`src/rtl/core/ata_pkg.sv`:
```
// ata_pkg: widths, pipeline depths, side-band type and the arctangent table
// shared by the tilt-angle front end, its cells and the top level
// no dependencies
package ata_pkg;

   // channel payload widths
   localparam int IN_W = 16;
   localparam int OUT_W = 14;

   // angle format
   localparam int ANGLE_FRAC_BITS = 6;
   localparam int ACC_FRAC = 20;
   localparam int ROUND_SH = ACC_FRAC - ANGLE_FRAC_BITS;
   localparam int ANGLE_LIMIT = 90 << ANGLE_FRAC_BITS;

   // cordic rotation chain, bounded by the arctangent table length
   localparam int CORDIC_STAGES = 16;
   localparam int TAB_LEN = 24;
   localparam int CORDIC_N = (CORDIC_STAGES < TAB_LEN) ? CORDIC_STAGES : TAB_LEN;
   localparam int TAB_IDX_W = 5;
   localparam int VEC_W = 35;
   localparam int ACC_W = 29;

   // normalization front end
   localparam int FRONT_STAGES = 6;
   localparam int NORM_STEPS = 31;
   localparam int NORM_TOP = 60;
   localparam int K_W = 5;
   localparam int SQ_IN_W = 32;
   localparam int AX_SQ_W = 31;

   // square root chain, one result bit per cell
   localparam int SQ_W = 64;
   localparam int SQRT_STAGES = 32;
   localparam int SQ_IDX_W = 5;
   localparam int SQ_TOP = 62;
   localparam int ROOT_W = 32;

   // total register stages ahead of the output register
   localparam int PIPE_N = FRONT_STAGES + SQRT_STAGES + CORDIC_N;

   // per-item flags that ride along with the datapath
   typedef struct packed {
      logic neg;
      logic zero;
   } ata_side_type;

   // atan(2^-i) in degrees scaled by 2^ACC_FRAC
   function automatic logic signed [ACC_W-1:0] ata_atan_deg(input logic [TAB_IDX_W-1:0] idx);
      logic signed [ACC_W-1:0] val;
      case (idx)
         5'd0:    val = 29'sd47185920;
         5'd1:    val = 29'sd27855475;
         5'd2:    val = 29'sd14718068;
         5'd3:    val = 29'sd7471121;
         5'd4:    val = 29'sd3750058;
         5'd5:    val = 29'sd1876857;
         5'd6:    val = 29'sd938658;
         5'd7:    val = 29'sd469357;
         5'd8:    val = 29'sd234682;
         5'd9:    val = 29'sd117342;
         5'd10:   val = 29'sd58671;
         5'd11:   val = 29'sd29335;
         5'd12:   val = 29'sd14668;
         5'd13:   val = 29'sd7334;
         5'd14:   val = 29'sd3667;
         5'd15:   val = 29'sd1833;
         5'd16:   val = 29'sd917;
         5'd17:   val = 29'sd458;
         5'd18:   val = 29'sd229;
         5'd19:   val = 29'sd115;
         5'd20:   val = 29'sd57;
         5'd21:   val = 29'sd29;
         5'd22:   val = 29'sd14;
         5'd23:   val = 29'sd7;
         default: val = '0;
      endcase
      return val;
   endfunction

endpackage

```
`src/rtl/core/ata_cordic_cell.sv`:
```
// ata_cordic_cell: one vectoring micro-rotation, rotating toward the positive
// axis and summing the rotation angle in degrees; uses ata_pkg
module ata_cordic_cell (
   input  logic                                clock,
   input  logic                                advance,
   input  logic [ata_pkg::TAB_IDX_W-1:0]       stage,
   input  logic signed [ata_pkg::VEC_W-1:0]    src_vx,
   input  logic signed [ata_pkg::VEC_W-1:0]    src_vy,
   input  logic signed [ata_pkg::ACC_W-1:0]    src_acc,
   input  ata_pkg::ata_side_type               src_side,
   output logic signed [ata_pkg::VEC_W-1:0]    dst_vx,
   output logic signed [ata_pkg::VEC_W-1:0]    dst_vy,
   output logic signed [ata_pkg::ACC_W-1:0]    dst_acc,
   output ata_pkg::ata_side_type               dst_side
);
   localparam int VEC_W = ata_pkg::VEC_W;
   localparam int ACC_W = ata_pkg::ACC_W;

   logic signed [VEC_W-1:0]    dx_w, dy_w;
   logic signed [ACC_W-1:0]    ang_w;
   logic signed [VEC_W-1:0]    vx_ff, vx_in, vy_ff, vy_in;
   logic signed [ACC_W-1:0]    acc_ff, acc_in;
   ata_pkg::ata_side_type      side_ff;

   // shifted legs, flooring toward minus infinity
   assign dx_w = src_vy >>> stage;
   assign dy_w = src_vx >>> stage;
   assign ang_w = ata_pkg::ata_atan_deg(stage);

   // rotate clockwise while y is not negative
   always_comb begin
      if (!src_vy[VEC_W-1]) begin
         vx_in = src_vx + dx_w;
         vy_in = src_vy - dy_w;
         acc_in = src_acc + ang_w;
      end else begin
         vx_in = src_vx - dx_w;
         vy_in = src_vy + dy_w;
         acc_in = src_acc - ang_w;
      end
   end

   always_ff @(posedge clock) begin
      if (advance) begin
         vx_ff <= vx_in;
         vy_ff <= vy_in;
         acc_ff <= acc_in;
         side_ff <= src_side;
      end
   end

   assign dst_vx = vx_ff;
   assign dst_vy = vy_ff;
   assign dst_acc = acc_ff;
   assign dst_side = side_ff;

endmodule

```
`config.mk`:
```
export PLATFORM = sky130hd
export DESIGN_NAME = ata_cordic_cell
export DESIGN_NICKNAME = d
export VERILOG_FILES = /design/src/rtl/core/ata_pkg.sv /design/src/rtl/core/ata_cordic_cell.sv
export SDC_FILE = /design/constraint.sdc
export NUM_CORES = 1
export LEC_CHECK = 0
export BUFFER_PORTS_ARGS = -buffer_cell sky130_fd_sc_hd__buf_2
export CAP_MARGIN = 20
export CORE_AREA = 3 3 182 184
export DETAILED_ROUTE_END_ITERATION = 6
export DIE_AREA = 0 0 185 187
export PLACE_DENSITY = 0.68
export SYNTH_ARGS = -nofsm -noshare
export SYNTH_HDL_FRONTEND = slang
export SYNTH_SLANG_ARGS = --single-unit
```
`constraint.sdc`:
```
create_clock -name clock -period 8.7 [get_ports clock]
set_input_delay 2.175 -clock clock [delete_from_list [all_inputs] [get_ports clock]]
set_output_delay 2.175 -clock clock [all_outputs]
set_load 0.03 [all_outputs]
```
==> run_results.csv <==
group,metric,value,unit
critical_path,cpPeakStageDelay,0.54,ns
finish,antenna_cells,0,
sta,final.setup.tns,0,ns
sta,fmax,125.0,MHz
clock_tree,cts_resized,0,
global_route,grt_pass1_wl,87630,µm
critical_path,crit_path_end_kind,"flop",
die,fp.dieH,187,µm
detailed_routing,drtPass1Iterations,5,
critical_path,crit_path_max_fanout,46,
clock_tree,cts_tree,"built",
sta,rsz0062_at_grt,"no",
critical_path,crit_type,"in -> reg",
die,ios,209,
logic_synthesis,netlist_area,15760,µm²
pwr,clkPwrFrac,0.142,
placement,placed_cell_area,17500,µm²
outcome,outcome,"complete, no violations",
finish,fin_nets,2148,
critical_path,slowest_stage,"mux4_2",
logic_synthesis,synthArstFlopShare,0,
pwr,powerDensity,168.2,nW/µm²
pwr,p_int,1641,µW
critical_path,cp.required,8.85,ns
clock_tree,cts_buffers,9,
logic_synthesis,ys.flop_type,"edfxtp_1",
clock_tree,root_buffer,"clkbuf_16",
logic_synthesis,synth-seq-area-share,0.1925,
clock_tree,post_cts_buffers,0,
global_route,overflow,0,
logic_synthesis,synth_edf_count,101,
pwr,p_switching,1352,µW
placement,hpwlAfterDp,44310,µm
finish,postLayoutCellArea,17790,µm²
die,core,31560,µm²
logic_synthesis,ys_seq_elements,101,
min_path,hold_path_class,"in -> reg",
global_route,grt_usage,0.3232,
clock_tree,cts_hold_buf,0,
die,die_area,34600,µm²
finish,seq_area,3033,µm²
global_route,grt_pass1_vias,14980,
pwr,vdd_drop_max,0.0001102,V
detailed_routing,routed_wl,56700,µm
placement,place_ws,0.2823,ns
logic_synthesis,postSynthAreaPerCell,9.108,µm²
pwr,p_sw_frac,0.4518,
clock_tree,cts.sink_count,101,
sta,setup_viol,0,
sta,layout_min_cycle_time,8.000,ns
sta,slew_headroom,0.3830,
pwr,p_seq_frac,0.252,
critical_path,cp-start-kind,"input pin",
finish,fill_cells,2916,
pwr,p_leak,0.007398,µW
logic_synthesis,syn_nets,1946,
detailed_routing,route.detailed.drc,0,
global_route,antenna_found_initial,1,
pwr,combPwrFrac,0.607,
sta,tightest_slew,0.9245,ns
placement,port_buffers,208,
detailed_routing,ant_nets,0,
placement,gp_congestion,0.9750,
finish,area_growth,12.91,%
logic_synthesis,synth_area_leaders,"edfxtp_1, mux4_2, ha_1, xnor2_1, a21oi_1",
clock_tree,htree_levels,3,
sta,drv_slew,0,
detailed_routing,routedWlPerCell,24.24,µm
critical_path,path_cells,"buf_6, buf_4, mux4_2, mux2_2, o221a_2, a2111oi_0, buf_4, and4_1, or4b_4, or3b_4, nor2_2, mux2i_1, nand3_1, ha_1, a21oi_1, nor2_1, nor2_1, o221ai_1, a41o_1, a221o_1, a31oi_1, xnor2_1",
clock_tree,cts_max_path_buffers,2,
logic_synthesis,synth.largest_area_cell,"edfxtp_1",
detailed_routing,dr_total_vias,15570,
detailed_routing,routed_via_density,6.656,
logic_synthesis,netlist-cell-type-count,93,
die,die_w,185,µm
sta,period_share,0.9196,
die,fp-row-count,65,
logic_synthesis,yosysWarnings,0,
flow_run,maxCapViolations,0,
finish,utilization,0.5638,
logic_synthesis,yosysTopAreaCellShare,0.1925,
detailed_routing,drt_iter0_drc,1466,
finish,multi_input_area,11970,µm²
die,initial_core_util,0.4994,
clock_tree,path_clk_slew,0.08,ns
critical_path,cp.arrival,8.15,ns
global_route,grt_start_max_net_pins,63,
sta,fin_ws,0.6996,ns
logic_synthesis,syn_inst,1730,
finish,drive_gt1_frac,0.2468,
sta,finalHoldViolCount,0,
==> synthesized netlist by cell type, drive strengths merged (45+ instances only) <==
cell type / instances
clkbuf: 53
inv: 54
o21ai: 75
nor2: 145
a21o: 45
xnor2: 107
xor2: 52
mux2i: 65
buf: 53
mux4: 106
nand2: 129
edfxtp: 101
a21oi: 145
ha: 105
==> area by class of cell <==
type                    instances  share of cell area
well taps                     402             0.02827
inverters                      55             0.01160
flip-flops and latches        101              0.1705
clock inverters                 7            0.003657
multi-input cells            1468              0.6730
repair buffers                297              0.1004
clock buffers                   9             0.01266
==> worst max-delay path, delay by kind of cell <==
family / cells / cell delay (ns)
buffers and inverters: 3 / 1.02
adders and majority gates: 1 / 0.37
and+or+nand+nor: 7 / 1.57
AOI/OAI and AO/OA: 7 / 1.89
xor gates and xnor gates: 1 / 0.08
muxes: 3 / 1.05
==> stage by stage <==
step	cells	total power, µW	hold WS, ns
3_3_place_gp	2323	2532	2.357
3_5_place_dp	2323	2552	2.357
6_report	2339	2993	1.961
5_1_grt	2339	3178	1.955
2_1_floorplan	1730	2048	2.274
4_1_cts	2339	2986	1.947
==> cells by family (layout without fill, tap and decap cells) <==
group                      after synthesis  in the layout  synth area share
muxes                                  204            204            0.2177
DFF                                    101            101            0.1925
and+or+nand+nor                        491            491            0.1552
xor gates and xnor gates               159            159           0.08838
adders and majority gates              108            108           0.08718
AOI/OAI and AO/OA                      506            506            0.2114
buffers and inverters                  161            368           0.04764
==> registers in the layout, indices dropped and copies added, names as in the netlist <==
name	count
dst_acc	29
dst_side	2
dst_vx	35
dst_vy	35
==> metal layers <==
layer,global-route usage,vias to the layer above,routed length [µm]
met3,0.05854,122,5012
met2,0.5276,818,26620
met4,0.1117,2,2074
li1,-,7089,-
met5,0,-,13
met1,0.4312,7538,22980
==> cells in the final DEF (no fill, tap or decap), types with 24 or more instances in the layout <==
cell,count
buf_2,204
a21oi_1,145
nor2_1,144
nand2_1,129
xnor2_1,107
ha_1,105
mux4_2,103
edfxtp_1,101
buf_4,87
o21ai_0,74
mux2i_1,65
inv_1,52
xor2_1,52
a21o_1,45
nand3_1,33
nor3_1,32
mux2_2,30
a31oi_1,29
nor2b_1,28
o22ai_1,24
==> final timing paths <==
check              startpoint     endpoint  slack (ns)  cells after the start
hold / removal    src_side[0]  dst_side[0]        1.96                      1
setup / recovery     stage[0]   dst_vx[34]        0.70                     22
==> power groups by stage <==
stage	clock network, µW	logic (µW)	registers (µW)
after floorplan	0	1010	1030
after global placement	0	1770	763
after detailed placement	0	1790	764
after CTS	434	1800	755
after global routing	451	1960	769
final	424	1820	753
Note: power is estimated with default switching activity, not from simulation.
