<file path="config.mk">
export PLATFORM = sky130hd
export DESIGN_NAME = ata_front
export DESIGN_NICKNAME = d
export VERILOG_FILES = /design/src/rtl/core/ata_pkg.sv /design/src/rtl/core/ata_front.sv
export SDC_FILE = /design/constraint.sdc
export NUM_CORES = 2
export LEC_CHECK = 0
export BUFFER_PORTS_ARGS = -buffer_cell sky130_fd_sc_hd__buf_2
export CORE_UTILIZATION = 65
export DETAILED_ROUTE_END_ITERATION = 8
export HOLD_SLACK_MARGIN = 0.02
export PLACE_DENSITY = 0.88
export SYNTH_ARGS = -nofsm -noshare
export SYNTH_HDL_FRONTEND = slang
export SYNTH_SLANG_ARGS = --single-unit
</file>
<file path="constraint.sdc">
create_clock -name clock -period 12.1 [get_ports clock]
set_input_delay 0.605 -clock clock [delete_from_list [all_inputs] [get_ports clock]]
set_output_delay 0.605 -clock clock [all_outputs]
set_load 0.005 [all_outputs]
</file>
<file path="src/rtl/core/ata_pkg.sv">
// ata_pkg: widths, pipeline depths, side-band type and the arctangent table
// shared by the tilt-angle front end, its cells and the top level
// no dependencies
package ata_pkg;

   // channel payload widths
   localparam int IN_W = 16;
   localparam int OUT_W = 14;

   // angle format
   localparam int ANGLE_FRAC_BITS = 6;
   localparam int ACC_FRAC = 20;
   localparam int ROUND_SH = ACC_FRAC - ANGLE_FRAC_BITS;
   localparam int ANGLE_LIMIT = 90 << ANGLE_FRAC_BITS;

   // cordic rotation chain, bounded by the arctangent table length
   localparam int CORDIC_STAGES = 16;
   localparam int TAB_LEN = 24;
   localparam int CORDIC_N = (CORDIC_STAGES < TAB_LEN) ? CORDIC_STAGES : TAB_LEN;
   localparam int TAB_IDX_W = 5;
   localparam int VEC_W = 35;
   localparam int ACC_W = 29;

   // normalization front end
   localparam int FRONT_STAGES = 6;
   localparam int NORM_STEPS = 31;
   localparam int NORM_TOP = 60;
   localparam int K_W = 5;
   localparam int SQ_IN_W = 32;
   localparam int AX_SQ_W = 31;

   // square root chain, one result bit per cell
   localparam int SQ_W = 64;
   localparam int SQRT_STAGES = 32;
   localparam int SQ_IDX_W = 5;
   localparam int SQ_TOP = 62;
   localparam int ROOT_W = 32;

   // total register stages ahead of the output register
   localparam int PIPE_N = FRONT_STAGES + SQRT_STAGES + CORDIC_N;

   // per-item flags that ride along with the datapath
   typedef struct packed {
      logic neg;
      logic zero;
   } ata_side_type;

   // atan(2^-i) in degrees scaled by 2^ACC_FRAC
   function automatic logic signed [ACC_W-1:0] ata_atan_deg(input logic [TAB_IDX_W-1:0] idx);
      logic signed [ACC_W-1:0] val;
      case (idx)
         5'd0:    val = 29'sd47185920;
         5'd1:    val = 29'sd27855475;
         5'd2:    val = 29'sd14718068;
         5'd3:    val = 29'sd7471121;
         5'd4:    val = 29'sd3750058;
         5'd5:    val = 29'sd1876857;
         5'd6:    val = 29'sd938658;
         5'd7:    val = 29'sd469357;
         5'd8:    val = 29'sd234682;
         5'd9:    val = 29'sd117342;
         5'd10:   val = 29'sd58671;
         5'd11:   val = 29'sd29335;
         5'd12:   val = 29'sd14668;
         5'd13:   val = 29'sd7334;
         5'd14:   val = 29'sd3667;
         5'd15:   val = 29'sd1833;
         5'd16:   val = 29'sd917;
         5'd17:   val = 29'sd458;
         5'd18:   val = 29'sd229;
         5'd19:   val = 29'sd115;
         5'd20:   val = 29'sd57;
         5'd21:   val = 29'sd29;
         5'd22:   val = 29'sd14;
         5'd23:   val = 29'sd7;
         default: val = '0;
      endcase
      return val;
   endfunction

endpackage

</file>
<file path="src/rtl/core/ata_front.sv">
// ata_front: six-stage front end, absolute value, squares, magnitude sum and
// normalizing shift of the sample triple; depends on ata_pkg
module ata_front (
   input  logic                                clock,
   input  logic                                advance,
   input  logic signed [ata_pkg::IN_W-1:0]     src_x,
   input  logic signed [ata_pkg::IN_W-1:0]     src_y,
   input  logic signed [ata_pkg::IN_W-1:0]     src_z,
   output logic [ata_pkg::SQ_W-1:0]            dst_rem,
   output logic [ata_pkg::ROOT_W-1:0]          dst_vy,
   output ata_pkg::ata_side_type               dst_side
);
   localparam int IN_W = ata_pkg::IN_W;
   localparam int SQ_W = ata_pkg::SQ_W;
   localparam int K_W = ata_pkg::K_W;
   localparam int NSTEP = ata_pkg::NORM_STEPS;
   localparam int SQ_IN_W = ata_pkg::SQ_IN_W;
   localparam int AX_SQ_W = ata_pkg::AX_SQ_W;
   localparam int ROOT_W = ata_pkg::ROOT_W;
   localparam int VY_WIDE_W = IN_W + (1 << K_W);

   // stage a: magnitude of x, flags
   logic [IN_W-1:0]            ax_a_ff, ax_a_in;
   logic signed [IN_W-1:0]     y_a_ff, z_a_ff;
   ata_pkg::ata_side_type      side_a_ff, side_a_in;
   // stage b: squares
   logic [AX_SQ_W-1:0]         ax2_b_ff, y2_b_ff, z2_b_ff;
   logic [AX_SQ_W-1:0]         ax2_b_in, y2_b_in, z2_b_in;
   logic [IN_W-1:0]            ax_b_ff;
   ata_pkg::ata_side_type      side_b_ff;
   logic signed [2*IN_W-1:0]   y_prod, z_prod;
   logic [2*IN_W-1:0]          ax_prod;
   // stage c: sum of squares
   logic [SQ_IN_W-1:0]         s_c_ff, s_c_in;
   logic [AX_SQ_W-1:0]         ax2_c_ff;
   logic [IN_W-1:0]            ax_c_ff;
   ata_pkg::ata_side_type      side_c_ff;
   // stage d: larger square against the shift thresholds
   logic [NSTEP-1:0]           therm_d_ff, therm_d_in;
   logic [SQ_IN_W-1:0]         s_d_ff, m_w;
   logic [IN_W-1:0]            ax_d_ff;
   ata_pkg::ata_side_type      side_d_ff;
   // stage e: shift count
   logic [K_W-1:0]             k_e_ff, k_e_in;
   logic [SQ_IN_W-1:0]         s_e_ff;
   logic [IN_W-1:0]            ax_e_ff;
   ata_pkg::ata_side_type      side_e_ff;
   // stage f: normalized radicand and x leg
   logic [SQ_W-1:0]            rem_f_ff, rem_f_in;
   logic [ROOT_W-1:0]          vy_f_ff, vy_f_in;
   logic [VY_WIDE_W-1:0]       vy_wide;
   ata_pkg::ata_side_type      side_f_ff;

   // absolute value of x
   assign ax_a_in = src_x[IN_W-1] ? (~src_x + 1'b1) : src_x;
   assign side_a_in.neg = src_x[IN_W-1];
   assign side_a_in.zero = (src_x == '0);

   // squares, one multiplier each
   assign ax_prod = ax_a_ff * ax_a_ff;
   assign y_prod = y_a_ff * y_a_ff;
   assign z_prod = z_a_ff * z_a_ff;
   assign ax2_b_in = ax_prod[AX_SQ_W-1:0];
   assign y2_b_in = y_prod[AX_SQ_W-1:0];
   assign z2_b_in = z_prod[AX_SQ_W-1:0];

   // horizontal magnitude squared
   assign s_c_in = SQ_IN_W'(y2_b_ff) + SQ_IN_W'(z2_b_ff);

   // thermometer of thresholds the larger square stays under
   assign m_w = (s_c_ff > SQ_IN_W'(ax2_c_ff)) ? s_c_ff : SQ_IN_W'(ax2_c_ff);
   always_comb begin
      for (int j = 0; j < NSTEP; j++) begin
         therm_d_in[j] = (SQ_W'(m_w) <= (SQ_W'(1) << (ata_pkg::NORM_TOP - 2 * j)));
      end
   end

   // thermometer to binary count through its edge
   always_comb begin
      logic edge_bit;
      k_e_in = '0;
      for (int j = 0; j < NSTEP; j++) begin
         if (j == NSTEP - 1) begin
            edge_bit = therm_d_ff[j];
         end else begin
            edge_bit = therm_d_ff[j] & ~therm_d_ff[j+1];
         end
         if (edge_bit) begin
            k_e_in = k_e_in | K_W'(j + 1);
         end
      end
   end

   // common left shift, twice as far for the squared term
   assign rem_f_in = SQ_W'(s_e_ff) << {k_e_ff, 1'b0};
   assign vy_wide = VY_WIDE_W'(ax_e_ff) << k_e_ff;
   assign vy_f_in = vy_wide[ROOT_W-1:0];

   // stage registers, all held while the pipeline is stalled
   always_ff @(posedge clock) begin
      if (advance) begin
         ax_a_ff <= ax_a_in;
         y_a_ff <= src_y;
         z_a_ff <= src_z;
         side_a_ff <= side_a_in;

         ax2_b_ff <= ax2_b_in;
         y2_b_ff <= y2_b_in;
         z2_b_ff <= z2_b_in;
         ax_b_ff <= ax_a_ff;
         side_b_ff <= side_a_ff;

         s_c_ff <= s_c_in;
         ax2_c_ff <= ax2_b_ff;
         ax_c_ff <= ax_b_ff;
         side_c_ff <= side_b_ff;

         therm_d_ff <= therm_d_in;
         s_d_ff <= s_c_ff;
         ax_d_ff <= ax_c_ff;
         side_d_ff <= side_c_ff;

         k_e_ff <= k_e_in;
         s_e_ff <= s_d_ff;
         ax_e_ff <= ax_d_ff;
         side_e_ff <= side_d_ff;

         rem_f_ff <= rem_f_in;
         vy_f_ff <= vy_f_in;
         side_f_ff <= side_e_ff;
      end
   end

   assign dst_rem = rem_f_ff;
   assign dst_vy = vy_f_ff;
   assign dst_side = side_f_ff;

endmodule

</file>
==> results.ini <==
[worst_setup_path]
crit_required_ns=12.43
critPathKind=flip-flop to flip-flop
crit_top_cell=fa_1
endpoint_kind=flip-flop
crit_chain=clkinv_1, nor2_1, fa_1, inv_1, fa_1, inv_1, fa_1, fa_1, fa_1, inv_1, fa_1, inv_1, ha_1, a21oi_1, nand3_1, o31ai_2, o21ai_1, o21ai_1, and2b_1, o21bai_1, a21oi_1, xnor2_1
crit_path_max_fanout=18
crit_slowest_cell=edfxtp_1
slowest_delay_ns=0.74
worstSetupStartpointType=flip-flop
arrival_ns=8.21

[global_route]
grt_max_degree=187
grt_pass1_wl_um=159700
met1_usage=0.3573
antenna_found_initial=1
grt-busiest-layer=met2
grt_usage=0.2903
grt.met3_usage=0.03863
grt_pass1_vias=32240
met2_usage=0.5104
overflow=0

[clocking]
clkLatencyLatePin_ns=0.62
h-tree-depth=2
ctsHoldBuffers=0
cts_buffers=50
cts_sinks=455
cts_tree=built
clockBufferDepth=3
postCtsSetupBuffers=0
ctsRootBufferMaster=clkbuf_16
cts_resized=0
clkTransAtPathRegs_ns=0.07

[die]
die_x_um=263.6
core_area_um2=67400
start_util=0.6599
die_h_um=263.6
io_pins=148
num_rows=95
die_area_um2=69480

[logic_synthesis]
synth_warnings=0
ys_types=81
async_reset_ff_frac=0
yosysSeqAreaShare=0.3072
synth_area_leaders=edfxtp_1 (31%), fa_1 (28%), ha_1 (9.3%)
synth_edf_count=455
syn-cell-area_um2=44480
synth-seq-cells=455
synth_fp_nets=5192
ys.flop_type=edfxtp_1
synth.largest_area_cell=edfxtp_1
syn_avg_cell_area_um2=10.63
netlist_instances=4184
synth_top_cell_area_share=0.3072

[status]
status=complete, no violations

[finish]
layout.cells.most_common=inv_1
area_growth_pct=7.283
drive_gt1_frac=0.07105
nNetsFinal=5287
layout_common_cells=inv_1 (990), fa_1 (627), edfxtp_1 (455), nand2_1 (352), ha_1 (331)
n_antenna_cell=0
nFillCells=4393

[route]
wire_per_inst_um=18.57
drtAntennaViolNets=0
wl_um=96440
num_vias=29945
viasPerCell=5.765
drc_errors=0
dr.pass1.iters=5
drtIter0Drc=2456

[sta]
finalCriticalPeriod_ns=7.875
rsz0062_at_grt=no
skew_ns=0.04117
hold_viol=0
relSlewSlack=0.2805
fmax_mhz=127.0
finalSetupViolations=0
fin_crit_sh=0.6508
worst_pin_slew_ns=1.079
maxSlewViolCount=0
fin_tns_setup_ns=0

[placed_design]
port_buffers=147
gp_congestion=0.9389
hpwl_um=75270

[run]
drv_cap=0

[hold_path]
hold_class=input port to flip-flop

registers in the layout, summed over array words and instances (netlist names), 30 cells and up:
| signal | flops |
|---|---|
| s_c_ff | 32 |
| ax2_c_ff | 30 |
| dst_vy | 32 |
| ax2_b_ff | 30 |
| dst_rem | 64 |
| y2_b_ff | 30 |
| s_d_ff | 32 |
| z2_b_ff | 30 |
| s_e_ff | 32 |
through the flow:
step | setup slack, ns | util | hold WS (ns) | instances | area, um^2
finish | 4.225 | 0.7080 | 0.1505 | 5194 | 47720
global route | 3.604 | 0.7080 | 0.1290 | 5194 | 47720
CTS | 4.259 | 0.7080 | 0.1198 | 5194 | 47720
detailed placement | 4.408 | 0.6821 | 0.4045 | 5100 | 45970
global placement | 4.820 | 0.6821 | 0.4005 | 5100 | 45970
floorplan | 5.489 | - | 0.4003 | 4184 | 44480
worst paths after layout:
| path | cells after the start | from | slack [ns] | to |
|---|---|---|---|---|
| max | 22 | z_a_ff[15]$_DFFE_PP_ | 4.23 | z2_b_ff[30]$_DFFE_PP_ |
| min | 1 | src_y[1] | 0.15 | y_a_ff[1]$_DFFE_PP_ |
| max reg2reg | 22 | z_a_ff[15]$_DFFE_PP_ | 4.23 | z2_b_ff[30]$_DFFE_PP_ |
| min reg2reg | 0 | ax2_b_ff[14]$_DFFE_PP_ | 0.41 | ax2_c_ff[14]$_DFFE_PP_ |
critical path, delay by kind of cell (launching register included):
| kind | cells | cell delay, ns |
|---|---|---|
| AOI/OAI and AO/OA | 6 | 1.21 |
| xor gates and xnor gates | 1 | 0.09 |
| adders and majority gates | 7 | 3.47 |
| buffers and inverters | 5 | 1.34 |
| DFF | 1 | 0.74 |
| and+or+nand+nor | 3 | 0.75 |
layer usage:
metal,share of wire,vias up
li1,-,13532
met1,0.37,14847
met2,0.51,1293
met3,0.066,273
met4,0.047,0
met5,0,-
final cells by class:
| cell class | count | area [um^2] | share of cell area |
|---|---|---|---|
| multi-input combinational | 2618 | 26640 | 0.5582 |
| sequential | 455 | 13660 | 0.2863 |
| inverter | 996 | 3739 | 0.07835 |
| clock buffer | 57 | 1277 | 0.02677 |
| tap | 873 | 1092 | 0.02289 |
| timing repair buffer | 158 | 840.8 | 0.01762 |
| clock inverter | 37 | 467.9 | 0.009807 |
cell families after synthesis:
| group | count (synthesis) | synth area share |
|---|---|---|
| buf+inv | 1111 | 0.09393 |
| fa+ha+maj | 958 | 0.3753 |
| compound gates | 490 | 0.07255 |
| flops | 455 | 0.3072 |
| xor+xnor | 162 | 0.03190 |
| mux | 82 | 0.02203 |
| simple gates | 926 | 0.09708 |
Yosys cell counts, drive strengths merged (28+ instances only):
| library cell | count |
|---|---|
| inv | 990 |
| fa | 627 |
| edfxtp | 455 |
| nand2 | 354 |
| ha | 331 |
| nor2 | 239 |
| a21oi | 132 |
| xnor2 | 132 |
| and2 | 116 |
| o21ai | 100 |
| clkbuf | 97 |
| a21o | 68 |
| mux2i | 45 |
| nor3 | 34 |
| nor2b | 32 |
| xor2 | 30 |
| nand2b | 28 |
| o22ai | 28 |
Power is left out: the tool's default activity adds up to more than one toggle a clock period on the data nets, which glitch-free logic cannot reach.
